<file path="config.mk">
export PLATFORM = sky130hd
export DESIGN_NAME = brake_sensor_hysteresis_detector_unit_flat
export DESIGN_NICKNAME = d
export VERILOG_FILES = /design/src/hdl/bshd_pkg.sv /design/src/hdl/bshd_in_if.sv /design/src/hdl/bshd_out_if.sv /design/src/hdl/bshd_cfg_if.sv /design/src/hdl/brake_sensor_hysteresis_detector_unit.sv /design/src/flat_wrapper.sv
export SDC_FILE = /design/constraint.sdc
export NUM_CORES = 1
export LEC_CHECK = 0
export ABC_AREA = 0
export BUFFER_PORTS_ARGS = -buffer_cell sky130_fd_sc_hd__buf_2
export CORE_MARGIN = 10
export CORE_UTILIZATION = 60
export CTS_CLUSTER_DIAMETER = 80
export DETAILED_ROUTE_END_ITERATION = 7
export PLACE_DENSITY = 0.79
export SLEW_MARGIN = 15
export SYNTH_ARGS = -nofsm -noshare
export SYNTH_HDL_FRONTEND = slang
export SYNTH_SLANG_ARGS = --single-unit
</file>
<file path="constraint.sdc">
create_clock -name clk_i -period 12.75 [get_ports clk_i]
set_clock_uncertainty 0.1 [all_clocks]
set_input_delay 1.9125 -clock clk_i [delete_from_list [all_inputs] [get_ports clk_i]]
set_output_delay 1.9125 -clock clk_i [all_outputs]
set_load 0.03 [all_outputs]
</file>
<file path="src/hdl/bshd_pkg.sv">
// Shared types and constants for the brake sensor hysteresis detector.
`timescale 1ns / 1ps
`default_nettype none

package bshd_pkg;

  localparam int CAL_SAMPLES = 50;
  localparam int SAMPLE_BITS = 12;
  localparam int CNT_BITS    = 6;
  localparam int SUM_BITS    = SAMPLE_BITS + CNT_BITS;
  localparam int TIME_BITS   = 32;
  localparam int THR_BITS    = 12;
  localparam int TMO_BITS    = 16;
  localparam int CFG_DATA_BITS = 16;
  localparam int CFG_IDX_BITS  = 2;

  // Divide by CAL_SAMPLES as multiply by a rounded-up reciprocal. The rounding
  // error is below CAL_SAMPLES, so x * err < 2^DIV_SHIFT for any x < 2^SUM_BITS.
  localparam int DIV_SHIFT  = SUM_BITS + CNT_BITS;
  localparam int DIV_W      = DIV_SHIFT + 1;
  localparam logic [DIV_W-1:0] DIV_MULT =
      DIV_W'(((64'd1 << DIV_SHIFT) + 64'(CAL_SAMPLES) - 64'd1) / 64'(CAL_SAMPLES));
  localparam int PROD_W     = SUM_BITS + DIV_W;

  localparam logic [THR_BITS-1:0] PRESS_THR_RST   = THR_BITS'(300);
  localparam logic [THR_BITS-1:0] RELEASE_THR_RST = THR_BITS'(150);
  localparam logic [TMO_BITS-1:0] TIMEOUT_RST     = TMO_BITS'(100);

  typedef enum logic [CFG_IDX_BITS-1:0] {
    CFG_PRESS_THR   = 2'd0,
    CFG_RELEASE_THR = 2'd1,
    CFG_TIMEOUT     = 2'd2
  } cfg_idx_e;

  typedef struct packed {
    logic                   func;
    logic [TIME_BITS-1:0]   now_ms;
    logic [SAMPLE_BITS-1:0] brake_sample;
    logic                   recalibrate;
  } in_item_t;

  typedef struct packed {
    logic                   pressed;
    logic                   calibrated;
    logic [SAMPLE_BITS-1:0] baseline;
    logic [SAMPLE_BITS-1:0] last_delta;
  } out_item_t;

endpackage

`default_nettype wire

</file>
<file path="src/hdl/bshd_in_if.sv">
// Input item channel: valid/ready handshake with the sample payload.
`timescale 1ns / 1ps
`default_nettype none

interface bshd_in_if;
  import bshd_pkg::*;

  logic     valid;
  logic     ready;
  in_item_t data;

  modport source (output valid, output data, input ready);
  modport sink   (input valid, input data, output ready);
endinterface

`default_nettype wire

</file>
<file path="src/hdl/bshd_out_if.sv">
// Result item channel: valid/ready handshake with the detector status.
`timescale 1ns / 1ps
`default_nettype none

interface bshd_out_if;
  import bshd_pkg::*;

  logic      valid;
  logic      ready;
  out_item_t data;

  modport source (output valid, output data, input ready);
  modport sink   (input valid, input data, output ready);
endinterface

`default_nettype wire

</file>
<file path="src/hdl/bshd_cfg_if.sv">
// Configuration write channel: register index and write data.
`timescale 1ns / 1ps
`default_nettype none

interface bshd_cfg_if;
  import bshd_pkg::*;

  logic                     valid;
  logic                     ready;
  logic [CFG_IDX_BITS-1:0]  idx;
  logic [CFG_DATA_BITS-1:0] wdata;

  modport source (output valid, output idx, output wdata, input ready);
  modport sink   (input valid, input idx, input wdata, output ready);
endinterface

`default_nettype wire

</file>
<file path="src/hdl/brake_sensor_hysteresis_detector_unit.sv">
// Brake sensor detector: baseline calibration, timeout and hysteresis compare.
//
//   channel | dir | payload                                      | transaction
//   --------+-----+----------------------------------------------+-------------------
//   cfg_i   | in  | idx, wdata (0 press, 1 release, 2 timeout)   | valid & ready
//   in_i    | in  | func, now_ms, brake_sample, recalibrate      | valid & ready
//   out_o   | out | pressed, calibrated, baseline, last_delta    | valid & ready
//
// One transaction per cycle sustained while out_o is ready. A result goes through the input
// register, then is computed into the result register, where it becomes valid. Each item
// sees the state left by the one before it; the baseline divide is one multiply by a
// constant reciprocal. Reset clears the valid flags and the detector state and loads the
// register defaults. A stalled output holds the input register and drops in_i.ready once
// both registers are full; cfg_i is always ready.
`timescale 1ns / 1ps
`default_nettype none

module brake_sensor_hysteresis_detector_unit (
  input  wire          clk_i,
  input  wire          rst_ni,
  bshd_cfg_if.sink     cfg_i,
  bshd_in_if.sink      in_i,
  bshd_out_if.source   out_o
);
  import bshd_pkg::*;

  // configuration registers
  logic [THR_BITS-1:0] press_thr_q;
  logic [THR_BITS-1:0] release_thr_q;
  logic [TMO_BITS-1:0] timeout_q;

  // input register
  logic     s1_valid_q;
  in_item_t s1_q;

  // detector state
  logic [TIME_BITS-1:0]   last_time_q, last_time_d;
  logic [CNT_BITS-1:0]    cnt_q, cnt_d;
  logic [SUM_BITS-1:0]    sum_q, sum_d;
  logic [SAMPLE_BITS-1:0] base_q, base_d;
  logic                   cal_q, cal_d;
  logic                   pressed_q, pressed_d;
  logic [SAMPLE_BITS-1:0] delta_q, delta_d;

  // result register
  logic      out_valid_q;
  out_item_t out_q;

  logic                   s1_adv;
  logic [TIME_BITS-1:0]   elapsed;
  logic [SUM_BITS-1:0]    sum_add;
  logic [CNT_BITS-1:0]    cnt_add;
  logic [PROD_W-1:0]      quot_prod;
  logic [SAMPLE_BITS-1:0] abs_diff;

  assign s1_adv      = s1_valid_q && (!out_valid_q || out_o.ready);
  assign in_i.ready  = !s1_valid_q || s1_adv;
  assign cfg_i.ready = 1'b1;
  assign out_o.valid = out_valid_q;
  assign out_o.data  = out_q;

  always_ff @(posedge clk_i or negedge rst_ni) begin
    if (!rst_ni) begin
      press_thr_q   <= PRESS_THR_RST;
      release_thr_q <= RELEASE_THR_RST;
      timeout_q     <= TIMEOUT_RST;
    end else if (cfg_i.valid) begin
      case (cfg_i.idx)
        CFG_PRESS_THR:   press_thr_q   <= cfg_i.wdata[THR_BITS-1:0];
        CFG_RELEASE_THR: release_thr_q <= cfg_i.wdata[THR_BITS-1:0];
        CFG_TIMEOUT:     timeout_q     <= cfg_i.wdata[TMO_BITS-1:0];
        default: ;
      endcase
    end
  end

  // Compute stage. Recalibrate first clears the detector state except the last timestamp, then the item runs as usual.
  always_comb begin
    last_time_d = last_time_q;
    cnt_d       = s1_q.recalibrate ? '0 : cnt_q;
    sum_d       = s1_q.recalibrate ? '0 : sum_q;
    base_d      = s1_q.recalibrate ? '0 : base_q;
    cal_d       = s1_q.recalibrate ? 1'b0 : cal_q;
    pressed_d   = s1_q.recalibrate ? 1'b0 : pressed_q;
    delta_d     = s1_q.recalibrate ? '0 : delta_q;

    elapsed   = s1_q.now_ms - last_time_q;
    sum_add   = sum_d + SUM_BITS'(s1_q.brake_sample);
    cnt_add   = cnt_d + CNT_BITS'(1);
    quot_prod = PROD_W'(sum_add) * PROD_W'(DIV_MULT);
    abs_diff  = (s1_q.brake_sample >= base_d) ? (s1_q.brake_sample - base_d)
                                              : (base_d - s1_q.brake_sample);

    if (!s1_q.func) begin
      if (elapsed > TIME_BITS'(timeout_q)) begin
        pressed_d = 1'b0;
      end
    end else begin
      last_time_d = s1_q.now_ms;
      if (!cal_d) begin
        sum_d = sum_add;
        cnt_d = cnt_add;
        if (cnt_add >= CNT_BITS'(CAL_SAMPLES)) begin
          base_d = quot_prod[DIV_SHIFT +: SAMPLE_BITS];
          cal_d  = 1'b1;
        end
      end else begin
        delta_d = abs_diff;
        if (!pressed_d) begin
          if (abs_diff >= press_thr_q) begin
            pressed_d = 1'b1;
          end
        end else if (abs_diff <= release_thr_q) begin
          pressed_d = 1'b0;
        end
      end
    end
  end

  always_ff @(posedge clk_i or negedge rst_ni) begin
    if (!rst_ni) begin
      s1_valid_q  <= 1'b0;
      out_valid_q <= 1'b0;
      last_time_q <= '0;
      cnt_q       <= '0;
      sum_q       <= '0;
      base_q      <= '0;
      cal_q       <= 1'b0;
      pressed_q   <= 1'b0;
      delta_q     <= '0;
    end else begin
      if (in_i.ready) begin
        s1_valid_q <= in_i.valid;
      end
      if (s1_adv) begin
        out_valid_q <= 1'b1;
        last_time_q <= last_time_d;
        cnt_q       <= cnt_d;
        sum_q       <= sum_d;
        base_q      <= base_d;
        cal_q       <= cal_d;
        pressed_q   <= pressed_d;
        delta_q     <= delta_d;
      end else if (out_o.ready) begin
        out_valid_q <= 1'b0;
      end
    end
  end

  // payload registers
  always_ff @(posedge clk_i) begin
    if (in_i.valid && in_i.ready) begin
      s1_q <= in_i.data;
    end
    if (s1_adv) begin
      out_q.pressed    <= pressed_d;
      out_q.calibrated <= cal_d;
      out_q.baseline   <= base_d;
      out_q.last_delta <= delta_d;
    end
  end

`ifndef SYNTHESIS
  a_cal_count : assert property (@(posedge clk_i) disable iff (!rst_ni)
    cal_q |-> cnt_q == CNT_BITS'(CAL_SAMPLES))
    else $error("calibrated without a full sample count");

  a_uncal_count : assert property (@(posedge clk_i) disable iff (!rst_ni)
    !cal_q |-> cnt_q < CNT_BITS'(CAL_SAMPLES))
    else $error("sample count reached limit while uncalibrated");

  a_uncal_quiet : assert property (@(posedge clk_i) disable iff (!rst_ni)
    !cal_q |-> !pressed_q && base_q == '0 && delta_q == '0)
    else $error("pressed, baseline or delta set before calibration");

  a_out_source : assert property (@(posedge clk_i) disable iff (!rst_ni)
    $rose(out_valid_q) |-> $past(s1_valid_q))
    else $error("result raised without an item in the input register");
`endif

endmodule

`default_nettype wire
</file>
<file path="src/flat_wrapper.sv">
// flat-port wrapper written by rule: the top's interface ports become plain ports
module brake_sensor_hysteresis_detector_unit_flat import bshd_pkg::*;
  (clk_i, rst_ni, cfg_i_valid, cfg_i_idx, cfg_i_wdata, cfg_i_ready, in_i_valid, in_i_data, in_i_ready, out_o_valid, out_o_data, out_o_ready);
  bshd_cfg_if cfg_i_i ();
  bshd_in_if in_i_i ();
  bshd_out_if out_o_i ();
  input  wire clk_i;
  input  wire rst_ni;
  input wire logic [$bits(cfg_i_i.valid)-1:0] cfg_i_valid;
  input wire logic [$bits(cfg_i_i.idx)-1:0] cfg_i_idx;
  input wire logic [$bits(cfg_i_i.wdata)-1:0] cfg_i_wdata;
  output wire logic [$bits(cfg_i_i.ready)-1:0] cfg_i_ready;
  input wire logic [$bits(in_i_i.valid)-1:0] in_i_valid;
  input wire logic [$bits(in_i_i.data)-1:0] in_i_data;
  output wire logic [$bits(in_i_i.ready)-1:0] in_i_ready;
  output wire logic [$bits(out_o_i.valid)-1:0] out_o_valid;
  output wire logic [$bits(out_o_i.data)-1:0] out_o_data;
  input wire logic [$bits(out_o_i.ready)-1:0] out_o_ready;
  assign cfg_i_i.valid = cfg_i_valid;
  assign cfg_i_i.idx = cfg_i_idx;
  assign cfg_i_i.wdata = cfg_i_wdata;
  assign cfg_i_ready = cfg_i_i.ready;
  assign in_i_i.valid = in_i_valid;
  assign in_i_i.data = in_i_data;
  assign in_i_ready = in_i_i.ready;
  assign out_o_valid = out_o_i.valid;
  assign out_o_data = out_o_i.data;
  assign out_o_i.ready = out_o_ready;
  brake_sensor_hysteresis_detector_unit u_core (.clk_i(clk_i), .rst_ni(rst_ni), .cfg_i(cfg_i_i), .in_i(in_i_i), .out_o(out_o_i));
endmodule
</file>
== After elaboration in Yosys (flattened, before gate mapping) ==
Cells that the tools add are included.
Cells by class
  $add $sub $neg: 5
  multiply operators: 1
  order comparisons: 5
  equal/unequal tests: 2
  mux-type cells: 27
  reduce and logical (&&, ||, !) cells: 12
Operator list (count)
  two-way mux 12 bit: 8
  two-way mux 18 bit: 3
  multiplier 18 x 19 -> 36 bit, second input constant: 1
  greater-than comparator 32 x 16 -> 1 bit: 1
  subtractor 32 bit: 1
  greater-or-equal comparator 12 bit: 2
  subtractor 12 bit: 2
  adder 18 x 12 -> 18 bit: 1
  two-way mux 6 bit: 3
  two-way mux 1 bit: 13
  <= comparator 12 bit: 1
  AND reduction 2 bit: 4
  adder 6 x 1 -> 6 bit, second input constant: 1
  greater-or-equal comparator 6 bit, second input constant: 1
  == test 2 x 1 -> 1 bit, second input constant: 1
  == test 2 bit, second input constant: 1
  logical AND 1 bit: 2
  zero test 1 bit: 2
  zero test 2 bit: 1
  logical OR 1 bit: 2
  nonzero test 2 bit: 1
Word-level totals
  bits in registers: 196
  input bits: 69
  output and inout port bits: 29
  word-level logic and storage cells: 72

== Longest topological paths before layout ==
  depth in word-level cells: 8
  depth in mapped cells: 38

== Worst setup path before layout ==
No wires, ideal clock.
  path kind: reg-to-reg
  from: reg u_core.s1_q[0] (netlist name)
  to: reg u_core.out_q (netlist bit u_core.out_o.data[18]), data pin
  library setup time: 260 ps
  arrival: 8751 ps
  required time: 12390 ps
  setup slack: 3640 ps
  cell stages (with the launch flop): 34
  cells stage by stage: edfxtp_1 -> clkbuf_1 -> inv_1 -> clkbuf_1 -> clkbuf_1 -> clkbuf_1 -> nand2_1 -> fa_1 -> nor2b_1 -> o21ai_1 -> a21boi_1 -> o21a_1 -> o21ai_1 -> a21oi_1 -> nor3_1 -> nor3_1 -> mux2_1 -> fa_1 -> ha_1 -> fa_1 -> fa_1 -> fa_1 -> inv_1 -> fa_1 -> inv_1 -> ha_1 -> and4_1 -> a221o_1 -> a41oi_1 -> o41ai_4 -> a21oi_1 -> o221ai_1 -> xor2_1 -> mux2_2
On the way
  longest elaborated chain between the ends: 6
Ends and longest elaborated chain
  from (decl): line brake_sensor_hysteresis_detector_unit.sv:34  | in_item_t s1_q;
  from (signal assigned): line brake_sensor_hysteresis_detector_unit.sv:153  | s1_q <= in_i.data;
  two-way mux 18 bit or two-way mux 6 bit (tied branches): line brake_sensor_hysteresis_detector_unit.sv:81, brake_sensor_hysteresis_detector_unit.sv:80
  adder 18 x 12 -> 18 bit or adder 6 x 1 -> 6 bit (tied branches): line brake_sensor_hysteresis_detector_unit.sv:88, brake_sensor_hysteresis_detector_unit.sv:89
  multiplier 18 x 19 -> 36 bit or greater-or-equal comparator 6 bit (tied branches): line brake_sensor_hysteresis_detector_unit.sv:90, brake_sensor_hysteresis_detector_unit.sv:103
  two-way mux 12 bit: line brake_sensor_hysteresis_detector_unit.sv:103  | if (cnt_add >= CNT_BITS'(CAL_SAMPLES)) begin
  two-way mux 12 bit: line brake_sensor_hysteresis_detector_unit.sv:100  | if (!cal_d) begin
  two-way mux 12 bit *: line brake_sensor_hysteresis_detector_unit.sv:94  | if (!s1_q.func) begin
  via u_core.base_d[6]: line brake_sensor_hysteresis_detector_unit.sv:40  | logic [SAMPLE_BITS-1:0] base_q, base_d;
  to (decl): line brake_sensor_hysteresis_detector_unit.sv:47  | out_item_t out_q;
The timed path passes the listed nets; every way through them passes the cells marked *.
A chain may end at the register's enable or synchronous reset.

== Final worst setup path ==
Same ends and word-level chain as after synthesis.

==> results_dict.tcl <==
set metrics [dict create \
    cp.required_ps 12840 \
    ys_top_cells_by_area "ha_1, dfrtp_1, fa_1" \
    postRouteAntennaNets 0 \
    drv_cap 0 \
    slowest_delay_ps 780 \
    max_freq_ghz 0.103 \
    path_class "reg2reg" \
    crit_slowest_cell "nor3_1" \
    cts_root_buf "clkbuf_16" \
    drt_iter0_markers 1003 \
    yosys_warnings 0 \
    syn_inst 1814 \
    use_met3_pct 3.29 \
    crit_path_max_fanout 38 \
    timing.setup.tns_ps 0 \
    drtPass1Iterations 5 \
    grt_max_degree 77 \
    r2r_cells 31 \
    netlist_area_um2 17800 \
    avgViaCountPerCell 5.75 \
    cts_resized 0 \
    setup_violations 0 \
    n_antenna_cell 0 \
    synth-seq-cells 196 \
    holdWs_ps 376 \
    grt_pass1_vias 13832 \
    arrival_ps 9830 \
    cts_tree "done" \
    synthTopCellsByCount "inv_1, ha_1, fa_1, nand2_1, dfrtp_1" \
    final_core_util_pct 65.6 \
    seq_area_um2 5280 \
    synth_cell_types 75 \
    fillCellCount 2401 \
    antenna_found_initial 0 \
    hpwl_um 34800 \
    design_area_um2 19300 \
    endpoint_kind "flip-flop" \
    routed_wl_um 43000 \
    synth_edf_count 72 \
    use_met2_pct 40.6 \
    drcViolationCount 0 \
    cts_hold_buf 0 \
    grt.busiest_layer "met2" \
    use_met1_pct 32.1 \
    finalCriticalPeriod_ps 9740 \
    design.portCount 98 \
    grtUsageTotal_pct 24.1 \
    wl_per_cell_um 18.7 \
    synth_ff_type "dfrtp_1" \
    slew_violations 0 \
    clkTransAtPathRegs_ps 80 \
    synth.most_common_cell "inv_1" \
    synth.avg_cell_area_um2 9.83 \
    slew_headroom_pct 19.2 \
    overflow 0 \
    status "finished, final reports clean" \
    hold_path_depth 2 \
    coreArea_um2 29500 \
    yosys.area.top_type_share_pct 17.9 \
    post_cts_buffers 0 \
    syn_nets 2259 \
    synthArstFlopShare_pct 63.3 \
    multiInputGateArea_um2 11100 \
    placed_area_um2 18700 \
    place.gp.congestion 0.955 \
    final_hold_viol_count 0 \
    crit_path_start_kind "flip-flop" \
    port_buffers 96 \
    clkLatencyLatePin_ps 450 \
    numCtsBuffers 17 \
    yosys.area.top_type "ha_1" \
    die_w_um 192 \
    drive_gt1_share_pct 12.1 \
    ys_seq_area_share_pct 29.6 \
    die_height_um 192 \
    grt_pass1_wl_um 71200 \
    fp-row-count 63 \
    rsz0062_at_grt "false" \
    dieArea_um2 37000 \
    cts_max_level 4 \
    clkSinkCount 196 \
    hp-class "reg2reg" \
    final_nets 2344 \
    start_util_pct 60.5 \
    clk_path_buf_depth 2 \
    area_growth_syn_to_layout_pct 8.43 \
    tightest_slew_ps 1200 \
    vias 13239 \
    crit_top_cell "fa_1" \
    final.period_utilization_pct 76.4 \
]
## metrics by stage
| stage | worst slack (ps) | std cells |
|---|---|---|
| global route | 2530 | 2302 |
| CTS | 3110 | 2302 |
| global placement | 3330 | 2270 |
| finish | 3010 | 2302 |
| detailed placement | 3150 | 2270 |
| floorplan | 3640 | 1814 |
## critical path, delay by kind of cell (launching register included)
family                   cells  cell delay, ps
flip-flops                   1             320
XOR/XNOR                     2             860
multiplexers                 1             270
AND/OR/NAND/NOR              5            1350
adder cells (fa/ha/maj)      8            3590
AO/OA/AOI/OAI               10            2130
buffers and inverters        5             830
## cells by family after synthesis
logic type / Yosys count / synth area share [%]
buffers and inverters: 388 / 8.19
adders and majority gates: 376 / 31.5
and+or+nand+nor: 367 / 9.97
AOI/OAI and AO/OA: 346 / 12.8
DFF: 196 / 29.6
muxes: 83 / 5.17
xor gates and xnor gates: 57 / 2.80
other: 1 / 0.0210
## layout make-up
type | count | share of cell area [%]
inverters | 346 | 6.72
flip-flops and latches | 196 | 27.3
repair buffers | 108 | 2.96
clock inverters | 13 | 0.666
multi-input cells | 1230 | 57.4
clock buffers | 19 | 2.40
well taps | 390 | 2.52
## state kept, by name, summed over array words and instances (netlist names), 6 cells and up
register              cells
u_core.cnt_q              6
u_core.sum_q             18
u_core.base_q            12
u_core.delta_q           12
u_core.s1_q              46
u_core.press_thr_q       12
u_core.release_thr_q     12
u_core.timeout_q         16
u_core.last_time_q       32
u_core.out_o.data        26
## placed cells by master, fill, tap and decap left out, types with 8 or more instances in the layout
cell type,count
buf_2,95
mux2_2,68
o211ai_1,10
mux2i_1,10
a31oi_1,9
nand3_1,39
a21o_1,38
edfxtp_1,72
and3_1,8
o21ai_0,59
a21oi_1,73
nand2_1,120
nor2b_1,29
a22o_1,13
o21ai_1,41
nand2b_1,18
o21a_1,12
clkbuf_16,18
ha_1,255
fa_1,121
xnor2_1,36
dfstp_2,11
o21bai_1,9
a211oi_1,19
nand4_1,20
dfrtp_1,113
xor2_1,21
buf_4,13
and2_1,8
or3_1,9
nor2_1,70
nor3_1,23
inv_1,344
## layer usage
layer	vias to the layer above	routed length [um]
li1	6319	-
met4	0	771
met2	399	20800
met3	52	2120
met1	6469	19300
met5	-	0
## final timing paths
path,start,end,slack [ps]
worst max-delay path,u_core.s1_q[0]$_DFFE_PP_,u_core.out_o.data[18]$_DFFE_PP_,3010
worst min register to register,u_core.base_q[0]$_DFFE_PN0P_,u_core.base_q[0]$_DFFE_PN0P_,380
worst min-delay path,u_core.base_q[0]$_DFFE_PN0P_,u_core.base_q[0]$_DFFE_PN0P_,380
min in group asynchronous,rst_ni,u_core.last_time_q[1]$_DFFE_PN0P_,1400
max in group asynchronous,rst_ni,u_core.sum_q[8]$_DFFE_PN0P_,9690
worst max register to register,u_core.s1_q[0]$_DFFE_PP_,u_core.out_o.data[18]$_DFFE_PP_,3010
Power is left out: the tool's default activity adds up to more than one toggle a clock period on the data nets, which glitch-free logic cannot reach.
